--- src/design/tme_pkg.sv ---
`timescale 1ns / 1ps
package tme_pkg;
   localparam int DIM        = 4;
   localparam int DATA_WIDTH = 16;
   localparam int FRAC_BITS  = 8;
   localparam int ACC_WIDTH  = 40;

   typedef enum logic [2:0] {
      OP_IDENTITY  = 3'd0,
      OP_TRANSLATE = 3'd1,
      OP_SCALE     = 3'd2,
      OP_ROTATE    = 3'd3,
      OP_LOAD      = 3'd4,
      OP_MULTIPLY  = 3'd5,
      OP_TRANSFORM = 3'd6,
      OP_READ      = 3'd7
   } opcode_type;

   localparam logic signed [DATA_WIDTH-1:0] ONE_VAL = DATA_WIDTH'(1 << FRAC_BITS);

   function automatic logic signed [DATA_WIDTH-1:0] fix_out(
      input logic signed [ACC_WIDTH-1:0] acc);
      logic signed [ACC_WIDTH-1:0] sh;
      sh = acc >>> FRAC_BITS;
      if (sh > ACC_WIDTH'((1 << (DATA_WIDTH-1)) - 1))
         fix_out = {1'b0, {(DATA_WIDTH-1){1'b1}}};
      else if (sh < -ACC_WIDTH'(1 << (DATA_WIDTH-1)))
         fix_out = {1'b1, {(DATA_WIDTH-1){1'b0}}};
      else
         fix_out = sh[DATA_WIDTH-1:0];
   endfunction
endpackage

--- src/design/transform_matrix_engine.sv ---
`timescale 1ns / 1ps
// Homogeneous 4x4 transform engine, signed Q8.8.
// Request channel (req_*): one request per opcode; tdata carries the fields.
// Response channel (rsp_*): multiply and read give 16 entries row-major,
// transform point gives 4 components; tlast marks the final one.
// One shared 16x16 multiplier forms the operand products; a 40-bit accumulator sums the MAC steps.
// Steps per request, from the accepting edge to the next possible accept:
//   identity, translate, load: accept only. Scale: accept plus 3 multiply steps.
//   Rotate: accept, 9 product steps, 9 write steps.
//   Multiply: accept, then per entry 4 MAC steps and an output step.
//   Transform: accept, then per component 4 MAC steps and an output step.
//   Read: accept, then an output step per entry.
// Each output sits in a register until taken; a stalled receiver simply
// holds the sequencer, so no result is dropped. The request side is not
// ready while a request is in progress.
// Reset (synchronous, active high) sets both matrices to identity.
module transform_matrix_engine (
   input  logic        clock,
   input  logic        reset,
   input  logic        req_tvalid,
   output logic        req_tready,
   // opcode[2:0], x_val[18:3], y_val[34:19], z_val[50:35], w_val[66:51],
   // row_idx[68:67], col_idx[70:69], entry_val[86:71], zero pad to 88
   input  logic [87:0] req_tdata,
   output logic        rsp_tvalid,
   input  logic        rsp_tready,
   // out_row[1:0], out_col[3:2], out_val[19:4]
   output logic [23:0] rsp_tdata,
   output logic        rsp_tlast
);
   localparam int DW = tme_pkg::DATA_WIDTH;
   localparam int AW = tme_pkg::ACC_WIDTH;

   typedef enum logic [2:0] {S_IDLE, S_SCALE, S_ROT_MUL, S_ROT_WR, S_MAC, S_OUT}
      state_type;

   state_type state_ff;
   logic [2:0] op_ff;
   logic signed [DW-1:0] x_ff, y_ff, z_ff, w_ff;
   logic signed [DW-1:0] cur_ff [16];
   logic signed [DW-1:0] opd_ff [16];
   logic signed [AW-1:0] acc_ff;
   logic signed [AW-1:0] prod_ff [9];
   logic [3:0] idx_ff;   // output entry index row*4+col
   logic [3:0] step_ff;  // k or step counter

   logic signed [DW-1:0] ma, mb;
   logic signed [2*DW-1:0] mp;
   logic [1:0] rr, cc;
   logic [3:0] nxt_idx;

   assign rr = idx_ff[3:2];
   assign cc = idx_ff[1:0];
   assign nxt_idx = idx_ff + 4'd1;
   assign req_tready = (state_ff == S_IDLE);

   // operand select for the shared multiplier
   always_comb begin
      ma = '0;
      mb = '0;
      case (state_ff)
         S_SCALE: begin
            case (step_ff[1:0])
               2'd0: begin ma = cur_ff[0];  mb = x_ff; end
               2'd1: begin ma = cur_ff[5];  mb = y_ff; end
               default: begin ma = cur_ff[10]; mb = z_ff; end
            endcase
         end
         S_ROT_MUL: begin
            case (step_ff)
               4'd0: begin ma = x_ff; mb = x_ff; end
               4'd1: begin ma = x_ff; mb = y_ff; end
               4'd2: begin ma = x_ff; mb = z_ff; end
               4'd3: begin ma = x_ff; mb = w_ff; end
               4'd4: begin ma = y_ff; mb = y_ff; end
               4'd5: begin ma = y_ff; mb = z_ff; end
               4'd6: begin ma = y_ff; mb = w_ff; end
               4'd7: begin ma = z_ff; mb = z_ff; end
               default: begin ma = z_ff; mb = w_ff; end
            endcase
         end
         S_MAC: begin
            ma = cur_ff[{rr, step_ff[1:0]}];
            if (op_ff == tme_pkg::OP_MULTIPLY)
               mb = opd_ff[{step_ff[1:0], cc}];
            else begin
               case (step_ff[1:0])
                  2'd0: mb = x_ff;
                  2'd1: mb = y_ff;
                  2'd2: mb = z_ff;
                  default: mb = tme_pkg::ONE_VAL;
               endcase
            end
         end
         default: ;
      endcase
   end
   assign mp = ma * mb;

   logic signed [AW-1:0] one2, rot_val;
   assign one2 = AW'(1) <<< (2 * tme_pkg::FRAC_BITS);
   // rotation entry for write step: xx0 xy1 xz2 xw3 yy4 yz5 yw6 zz7 zw8
   always_comb begin
      case (step_ff)
         4'd0: rot_val = one2 - 2 * (prod_ff[4] + prod_ff[7]);
         4'd1: rot_val = 2 * (prod_ff[1] + prod_ff[8]);
         4'd2: rot_val = 2 * (prod_ff[2] - prod_ff[6]);
         4'd3: rot_val = 2 * (prod_ff[1] - prod_ff[8]);
         4'd4: rot_val = one2 - 2 * (prod_ff[0] + prod_ff[7]);
         4'd5: rot_val = 2 * (prod_ff[5] + prod_ff[3]);
         4'd6: rot_val = 2 * (prod_ff[2] + prod_ff[6]);
         4'd7: rot_val = 2 * (prod_ff[5] - prod_ff[3]);
         default: rot_val = one2 - 2 * (prod_ff[0] + prod_ff[4]);
      endcase
   end

   logic [3:0] rot_dst;
   always_comb begin
      case (step_ff)
         4'd0: rot_dst = 4'd0;
         4'd1: rot_dst = 4'd1;
         4'd2: rot_dst = 4'd2;
         4'd3: rot_dst = 4'd4;
         4'd4: rot_dst = 4'd5;
         4'd5: rot_dst = 4'd6;
         4'd6: rot_dst = 4'd8;
         4'd7: rot_dst = 4'd9;
         default: rot_dst = 4'd10;
      endcase
   end

   logic last_out;
   assign last_out = (op_ff == tme_pkg::OP_TRANSFORM) ? (idx_ff[3:2] == 2'd3)
                                                      : (idx_ff == 4'd15);

   always_ff @(posedge clock) begin
      if (reset) begin
         state_ff   <= S_IDLE;
         rsp_tvalid <= 1'b0;
         for (int i = 0; i < 16; i++) begin
            cur_ff[i] <= (i % 5 == 0) ? tme_pkg::ONE_VAL : '0;
            opd_ff[i] <= (i % 5 == 0) ? tme_pkg::ONE_VAL : '0;
         end
      end else begin
         case (state_ff)
            S_IDLE: begin
               if (req_tvalid) begin
                  op_ff   <= req_tdata[2:0];
                  x_ff    <= req_tdata[18:3];
                  y_ff    <= req_tdata[34:19];
                  z_ff    <= req_tdata[50:35];
                  w_ff    <= req_tdata[66:51];
                  idx_ff  <= '0;
                  step_ff <= '0;
                  acc_ff  <= '0;
                  case (req_tdata[2:0])
                     tme_pkg::OP_IDENTITY:
                        for (int i = 0; i < 16; i++)
                           cur_ff[i] <= (i % 5 == 0) ? tme_pkg::ONE_VAL : '0;
                     tme_pkg::OP_TRANSLATE: begin
                        cur_ff[3]  <= req_tdata[18:3];
                        cur_ff[7]  <= req_tdata[34:19];
                        cur_ff[11] <= req_tdata[50:35];
                     end
                     tme_pkg::OP_SCALE: state_ff <= S_SCALE;
                     tme_pkg::OP_ROTATE: state_ff <= S_ROT_MUL;
                     tme_pkg::OP_LOAD:
                        opd_ff[{req_tdata[68:67], req_tdata[70:69]}] <=
                           req_tdata[86:71];
                     tme_pkg::OP_READ: begin
                        rsp_tvalid <= 1'b1;
                        rsp_tdata  <= {4'd0, cur_ff[0], 4'd0};
                        rsp_tlast  <= 1'b0;
                        state_ff   <= S_OUT;
                     end
                     default: state_ff <= S_MAC;
                  endcase
               end
            end
            S_SCALE: begin
               case (step_ff[1:0])
                  2'd0: if (x_ff != 0) cur_ff[0]  <= tme_pkg::fix_out(AW'(mp));
                  2'd1: if (y_ff != 0) cur_ff[5]  <= tme_pkg::fix_out(AW'(mp));
                  default: if (z_ff != 0) cur_ff[10] <= tme_pkg::fix_out(AW'(mp));
               endcase
               step_ff <= step_ff + 4'd1;
               if (step_ff == 4'd2) state_ff <= S_IDLE;
            end
            S_ROT_MUL: begin
               prod_ff[step_ff] <= AW'(mp);
               if (step_ff == 4'd8) begin
                  step_ff  <= '0;
                  state_ff <= S_ROT_WR;
               end else
                  step_ff <= step_ff + 4'd1;
            end
            S_ROT_WR: begin
               cur_ff[rot_dst] <= tme_pkg::fix_out(rot_val);
               step_ff <= step_ff + 4'd1;
               if (step_ff == 4'd8) begin
                  cur_ff[3] <= '0; cur_ff[7] <= '0; cur_ff[11] <= '0;
                  cur_ff[12] <= '0; cur_ff[13] <= '0; cur_ff[14] <= '0;
                  cur_ff[15] <= tme_pkg::ONE_VAL;
                  state_ff <= S_IDLE;
               end
            end
            S_MAC: begin
               if (step_ff == 4'd3) begin
                  rsp_tvalid <= 1'b1;
                  rsp_tdata  <= {4'd0, tme_pkg::fix_out(acc_ff + AW'(mp)),
                                 (op_ff == tme_pkg::OP_TRANSFORM) ? 2'd0 : cc, rr};
                  rsp_tlast  <= last_out;
                  acc_ff     <= '0;
                  step_ff    <= '0;
                  state_ff   <= S_OUT;
               end else begin
                  acc_ff  <= acc_ff + AW'(mp);
                  step_ff <= step_ff + 4'd1;
               end
            end
            S_OUT: begin
               if (rsp_tready) begin
                  if (rsp_tlast) begin
                     rsp_tvalid <= 1'b0;
                     state_ff   <= S_IDLE;
                  end else if (op_ff == tme_pkg::OP_READ) begin
                     idx_ff    <= nxt_idx;
                     rsp_tdata <= {4'd0, cur_ff[nxt_idx], nxt_idx[1:0], nxt_idx[3:2]};
                     rsp_tlast <= (idx_ff == 4'd14);
                  end else begin
                     rsp_tvalid <= 1'b0;
                     idx_ff     <= (op_ff == tme_pkg::OP_TRANSFORM) ?
                                   idx_ff + 4'd4 : nxt_idx;
                     state_ff   <= S_MAC;
                  end
               end
            end
            default: state_ff <= S_IDLE;
         endcase
      end
   end
endmodule
--- config.mk ---
export PLATFORM = sky130hd
export DESIGN_NAME = transform_matrix_engine
export DESIGN_NICKNAME = d
export VERILOG_FILES = /design/src/design/tme_pkg.sv /design/src/design/transform_matrix_engine.sv
export SDC_FILE = /design/constraint.sdc
export NUM_CORES = 2
export LEC_CHECK = 0
export ABC_AREA = 1
export BUFFER_PORTS_ARGS = -buffer_cell sky130_fd_sc_hd__clkbuf_2
export CAP_MARGIN = 10
export CORE_MARGIN = 2
export CORE_UTILIZATION = 40
export DETAILED_ROUTE_END_ITERATION = 8
export PLACE_DENSITY = 0.51
export SETUP_SLACK_MARGIN = 0.15
export SYNTH_ARGS = -nofsm -noshare
export SYNTH_HDL_FRONTEND = slang
export SYNTH_SLANG_ARGS = --single-unit
--- constraint.sdc ---
create_clock -name clock -period 12 [get_ports clock]
set_input_delay 2.4 -clock clock [delete_from_list [all_inputs] [get_ports clock]]
set_output_delay 2.4 -clock clock [all_outputs]
set_load 0.01 [all_outputs]
# After elaboration in Yosys (flattened, before gate mapping)
# Memories as Yosys holds them, arrays and structs flattened. A register that Yosys moved wholly into a read port is not among the register bits.
# Cells that the tools add are included.
[totals]
out_inout_bits = 27
ram_bits = 872
in_bits = 92
elab_cells = 287
regBits = 144
n_memories = 4
mem_bits_ro = 32
[classes]
mux = 153
reduce_logical = 28
n_lt_le_gt_ge = 6
n_mul = 1
n_eq_ne = 37
n_bitwise = 30
add_sub_neg = 16
[memory_table]
columns = ["memory", "words", "word_bits", "rd", "rd_ports_with_merged_regs", "wr", "line_no", "rtl"]
rows = [
  ["prod_ff", 9, 40, 9, 0, 1, "transform_matrix_engine.sv:43", "logic signed [AW-1:0] prod_ff [9];"],
  ["cur_ff", 16, 16, 5, 0, 16, "transform_matrix_engine.sv:40", "logic signed [DW-1:0] cur_ff [16];"],
  ["opd_ff", 16, 16, 1, 0, 16, "transform_matrix_engine.sv:41", "logic signed [DW-1:0] opd_ff [16];"],
  ["(name not given)", 8, 4, 1, 1, 0, "transform_matrix_engine.sv:119", "case (step_ff)"],
]
[ops]
columns = ["cell", "n"]
rows = [
  ["$mux 16", 52],
  ["$pmux 40 s8", 1],
  ["$add 39x39->39", 6],
  ["$pmux 16 s3", 4],
  ["$mux 24", 6],
  ["$sub 18x40->40 const A", 3],
  ["$sub 39x39->39", 3],
  ["$pmux 16 s2", 3],
  ["$reduce_bool 32->1", 3],
  ["$mux 40", 2],
  ["$pmux 40 s2", 1],
  ["$pmux 24 s3", 1],
  ["$gt 32x16->1 const B", 2],
  ["$lt 32x16->1 const B", 2],
  ["$mux 1", 57],
  ["$add 40x32->40", 1],
  ["$mux 4", 10],
  ["$mul 16x16->32", 1],
  ["$reduce_or 16->1", 2],
  ["$or 1x1->1", 29],
  ["$mux 3", 9],
  ["$gt 24x16->1 const B", 1],
  ["$lt 24x16->1 const B", 1],
  ["$eq 3x3->1 const B", 7],
  ["33 further kinds", 64],
]

# Depth between registers and ports, before layout
[depth]
word_depth = 14
ltp_mapped = 62
mapped_depth_nobuf = 58

# Least setup slack after synthesis
# No wires, ideal clock.
[synth_timing]
path_kind = "register -> register"
start = "register step_ff[0]"
end = "register rsp_tdata[10] (data pin)"
path_buffers = 7
setup_slack_ns = 1.191
arrival_time_ns = 10.555
stages_incl_launch_ff = 54
setup_ns = 0.255
required_time_ns = 11.745
period_less_slack_ns = 10.809
path_cell_list = "edfxtp_1 > clkbuf_1 > inv_2 > clkbuf_1 > clkbuf_1 > ha_1 > clkbuf_1 > inv_1 > nor2_1 > nor2_1 > inv_1 > nor3_1 > clkbuf_1 > nand2_1 > a21oi_1 > a221oi_1 > nand2_1 > clkbuf_1 > [... 18 more ...] > xor2_1 > inv_1 > ha_1 > nand2_1 > nor2_1 > nand2_1 > nor4_1 > nand3_1 > nand3_1 > a31oi_1 > xor2_1 > nor3b_1 > nand3_1 > nand2_1 > buf_2 > nand2_1 > nand2_1 > nand2_1"
[synth_between]
elab_chain_len = 11
word_cells_on_any_way = 33
classes_between = "add/sub: 1; mul: 1; order compare: 2; eq/ne: 9; mux: 12; reduce/logical: 6; memory: 2"
[synth_lines]
columns = ["element", "line_no", "rtl"]
rows = [
  ["start, declared", "transform_matrix_engine.sv:45", "logic [3:0] step_ff;"],
  ["start signal, assigned", "transform_matrix_engine.sv:186", "step_ff <= step_ff + 4'd1;"],
  ["start signal, assigned", "transform_matrix_engine.sv:195", "step_ff <= step_ff + 4'd1;"],
  ["start signal, assigned", "transform_matrix_engine.sv:199", "step_ff <= step_ff + 4'd1;"],
  ["branches (longest 4 deep; another with $mem_v2 16x16)", "--", ""],
  ["$mul 16x16->32 *", "transform_matrix_engine.sv:98", "assign mp = ma * mb;"],
  ["named net mp[31]", "transform_matrix_engine.sv:48", "logic signed [2*DW-1:0] mp;"],
  ["$add 40x32->40 *", "transform_matrix_engine.sv:210", "rsp_tdata <= {4'd0, tme_pkg::fix_out(acc_ff + AW'(mp)),"],
  ["$lt 32x16->1", "tme_pkg.sv:27", "else if (sh < -ACC_WIDTH'(1 << (DATA_WIDTH-1)))"],
  ["$mux 16", "tme_pkg.sv:27", ""],
  ["$mux 16 *", "tme_pkg.sv:25", "if (sh > ACC_WIDTH'((1 << (DATA_WIDTH-1)) - 1))"],
  ["$mux 24 *", "transform_matrix_engine.sv:208", "if (step_ff == 4'd3) begin"],
  ["$pmux 24 s3 *", "transform_matrix_engine.sv:145", "case (state_ff)"],
  ["end signal, assigned", "transform_matrix_engine.sv:172", "rsp_tdata <= {4'd0, cur_ff[0], 4'd0};"],
  ["end signal, assigned", "transform_matrix_engine.sv:210", ""],
  ["end signal, assigned", "transform_matrix_engine.sv:228", "rsp_tdata <= {4'd0, cur_ff[nxt_idx], nxt_idx[1:0], nxt_idx[3:2]};"],
  ["end, declared", "transform_matrix_engine.sv:28", "output logic [23:0] rsp_tdata,"],
]
# Mark *: on every way through the listed nets, which the timed path passes. The select of a mux whose other input is x is not followed.
# A chain may end at the register's enable or synchronous reset.

# Worst setup path in the final report
[layout_timing]
start = "register idx_ff[0]"
end = "register rsp_tdata[5] (data pin)"
[layout_between]
elab_chain_len = 10
word_cells_on_any_way = 16
classes_between = "add/sub: 2; mul: 1; order compare: 2; mux: 9; memory: 2"
[layout_lines]
columns = ["element", "line_no", "rtl"]
rows = [
  ["start, declared", "transform_matrix_engine.sv:44", "logic [3:0] idx_ff;"],
  ["start signal, assigned", "transform_matrix_engine.sv:227", "idx_ff <= nxt_idx;"],
  ["start signal, assigned", "transform_matrix_engine.sv:232", "idx_ff <= (op_ff == tme_pkg::OP_TRANSFORM) ?"],
  ["$mem_v2 16x16 *", "--", ""],
  ["$mux 16 *", "transform_matrix_engine.sv:84", "if (op_ff == tme_pkg::OP_MULTIPLY)"],
  ["$pmux 16 s3 *", "transform_matrix_engine.sv:61", "case (state_ff)"],
  ["$mul 16x16->32 *", "transform_matrix_engine.sv:98", ""],
  ["named net mp[31]", "transform_matrix_engine.sv:48", ""],
  ["$add 40x32->40 *", "transform_matrix_engine.sv:210", ""],
  ["$lt 32x16->1", "tme_pkg.sv:27", ""],
  ["$mux 16", "tme_pkg.sv:27", ""],
  ["$mux 16 *", "tme_pkg.sv:25", ""],
  ["$mux 24 *", "transform_matrix_engine.sv:208", ""],
  ["$pmux 24 s3 *", "transform_matrix_engine.sv:145", ""],
]
# Mark *: on every way through the listed nets, which the timed path passes. The rest lies on a longest branch. The select of a mux whose other input is x is not followed.

==> results.txt <==
status = finished, final reports clean
Via density = 5.510
Synth Area per Inst = 7.971 sq um
WL/cell = 24.67 microns
gp weighted congestion = 0.9630
via count = 64.36k
Main synth FF type = edfxtp_1
Routed WL = 288.1 mm
post-synthesis mux area share = 0.004880
final hold slack = 583.6 ps
Post-synth EDFFs = 936
initial antenna violation count = 20
worst skew pair latency = 800 ps
Die Ht = 426.9 microns
Die Footprint = 182,200 sq um
Worst Tran Pin Value = 1289 ps
io pins = 119
GRT Resource Usage Total = 0.3120
clock transition at the registers of the reported paths = 60 ps
post-synthesis cell type count = 71
Slew Viols, Final = 0
hold-fix buffers at CTS = 0
Simple-Gate Fraction of Synth Area = 0.2266
chip width = 426.9 microns
Tcrit/Tclk final = 0.9387
complex-gate fraction of the synthesized area = 0.1343
clock skew = 67.48 ps
Detail Route Antenna Nets = 0
Rows = 155
CP max stage cell = o311ai_0
fin nets = 9,888
most frequent cells in the layout = 2,058 x nand2_1, 1,316 x inv_1, 1,181 x nor2_1, 936 x edfxtp_1, 651 x a21oi_1
Seq/Total Area, Yosys = 0.3951
FMAX = 88.78 MHz
clk buf depth = 3
area share of fa/ha/maj cells after synthesis = 0.1287
Final setup viols = 0
CP required = 12,620 ps
Startpoint Class = flip-flop
H-tree depth = 3
Initial Util = 0.4018
Max Cap Viol = 0
number of global-route vias before repair = 62.01k
critical path peak fanout = 76
combinational family with the most area after synthesis = simple AND/OR/NAND/NOR gates
number of fill cells = 17.97k
I/O Buffers = 113
Worst path most repeated cell = nand2_1
hold crit path type = flip-flop to flip-flop
most common cell after layout, fill and taps aside = nand2_1
Setup crit start = idx_ff[0]
pre-CTS WS = -143.9 ps
drt pass-1 iters = 7
Data arrival, critical path = 11,880 ps
FF-to-FF Start = idx_ff[0]
Synth Warn # = 0
CTS Buf Count = 110
Critical Path Max Stage Delay = 870 ps
Crit Path Class = flip-flop to flip-flop
Min Clock Period, post-route = 11,260 ps
Async S/R FF share, synth = 0
RSZ-0062 raised after global routing = no
total core area = 178,000 sq um
Worst Hold Launch = state_ff[2]
xor/xnor cell area share of the yosys netlist = 0.02130
final setup margin = 736.2 ps
DRC viols = 0
largest net degree at the start of global routing = 153
# clock sinks = 944
endpoints failing hold = 0
Setup crit end kind = flip-flop
CTS tree = built
final setup TNS = 0 ps
Slew headroom = 0.1385
share of layout cells above drive strength 1 = 0.09169
root buf cell = clkbuf_16
Seq cells post-synth = 944
drt first-iter violations = 6,812
Post-DP HPWL = 218.1 mm
Area Growth Syn to Fin = 12.69%
synthesized instance count = 8,974
grt ovf = 0
global-route wire length before repair = 415.7 mm
Netlist Area Pre-Place = 71,540 sq um
==> registers in the layout (all words and copies together) (netlist names), 4 cells and up, named ones only <==
name and flops:
cur_ff 256, step_ff 4, rsp_tdata 20, idx_ff 4
w_ff 16, z_ff 16, y_ff 16, opd_ff 256
prod_ff 288, x_ff 16, acc_ff 40
==> worst paths after layout <==
check	cells after the start	endpoint	slack, ps
min reg2reg	2	state_ff[2]	580
min	2	state_ff[2]	580
max reg2reg	50	rsp_tdata[5]	740
max	50	rsp_tdata[5]	740
==> synth_stat cells, drive strengths merged, types with 19 or more instances <==
library cell     n  area share
mux2            31      0.0049
nor4            36      0.0031
or2             46      0.0040
fa             266       0.074
o211ai          70      0.0073
buf             53      0.0039
a21oi          653       0.046
o21bai          24      0.0025
nor3            78      0.0055
nand3          327       0.023
nand4           72      0.0064
a22oi           70      0.0073
inv           1344       0.071
nand3b          19      0.0020
o21a            29      0.0030
ha             310       0.054
a221oi          34      0.0042
o22ai           63      0.0055
a31oi           47      0.0041
a21o            25      0.0026
o2111ai         36      0.0044
xnor2           83       0.010
o221ai          36      0.0044
edfxtp         936        0.39
o21ai          485       0.034
xor2            91       0.011
clkbuf         253       0.013
nor2          1243       0.067
nand2         2093        0.11
==> metrics by stage <==
step | instance area, sq um | std cells | util
finish | 80610 | 11679 | 0.4528
global route | 80590 | 11670 | 0.4527
CTS | 80410 | 11661 | 0.4517
detailed placement | 76680 | 11455 | 0.4307
global placement | 76680 | 11455 | 0.4307
floorplan | 71550 | 8977 | -
==> worst max-delay path, delay by kind of cell, from the launching register on <==
| family | cells | cell delay, ps |
|---|---|---|
| flip-flops | 1 | 370 |
| AO/OA/AOI/OAI | 13 | 3330 |
| XOR/XNOR | 2 | 270 |
| AND/OR/NAND/NOR | 14 | 1590 |
| adder cells (fa/ha/maj) | 8 | 3520 |
| buffers and inverters | 13 | 1880 |
==> layout make-up <==
class                   instances  area [sq um]  area share
clock inverters                75         867.1     0.01076
clock buffers                 131          2853     0.03539
multi-input cells            6367         37250      0.4621
well taps                    2355          2947     0.03655
inverters                    1360          5166     0.06409
repair buffers                437          3238     0.04017
diodes                         10         25.02   0.0003104
flip-flops and latches        944         28270      0.3506
==> what timing repair did <==
item,CTS,global route
pin swaps,0,8
gates resized for setup,4,38
setup endpoints to repair,15,17
buffers inserted,0,8
==> cells by family after synthesis <==
family,after synthesis
xor+xnor,174
simple gates,3931
buf+inv,1666
other cells,1
fa+ha+maj,576
compound gates,1651
mux,31
flops,944
==> per-layer routing <==
layer	up-vias	track usage	wire, microns
met5	-	0	0
met4	0	0.1665	17970
met3	572	0.03952	19940
met2	2611	0.5101	132800
met1	30953	0.4031	117400
li1	30221	-	-
Power is left out: the tool's default activity adds up to more than one toggle a clock period on the data nets, which glitch-free logic cannot reach.
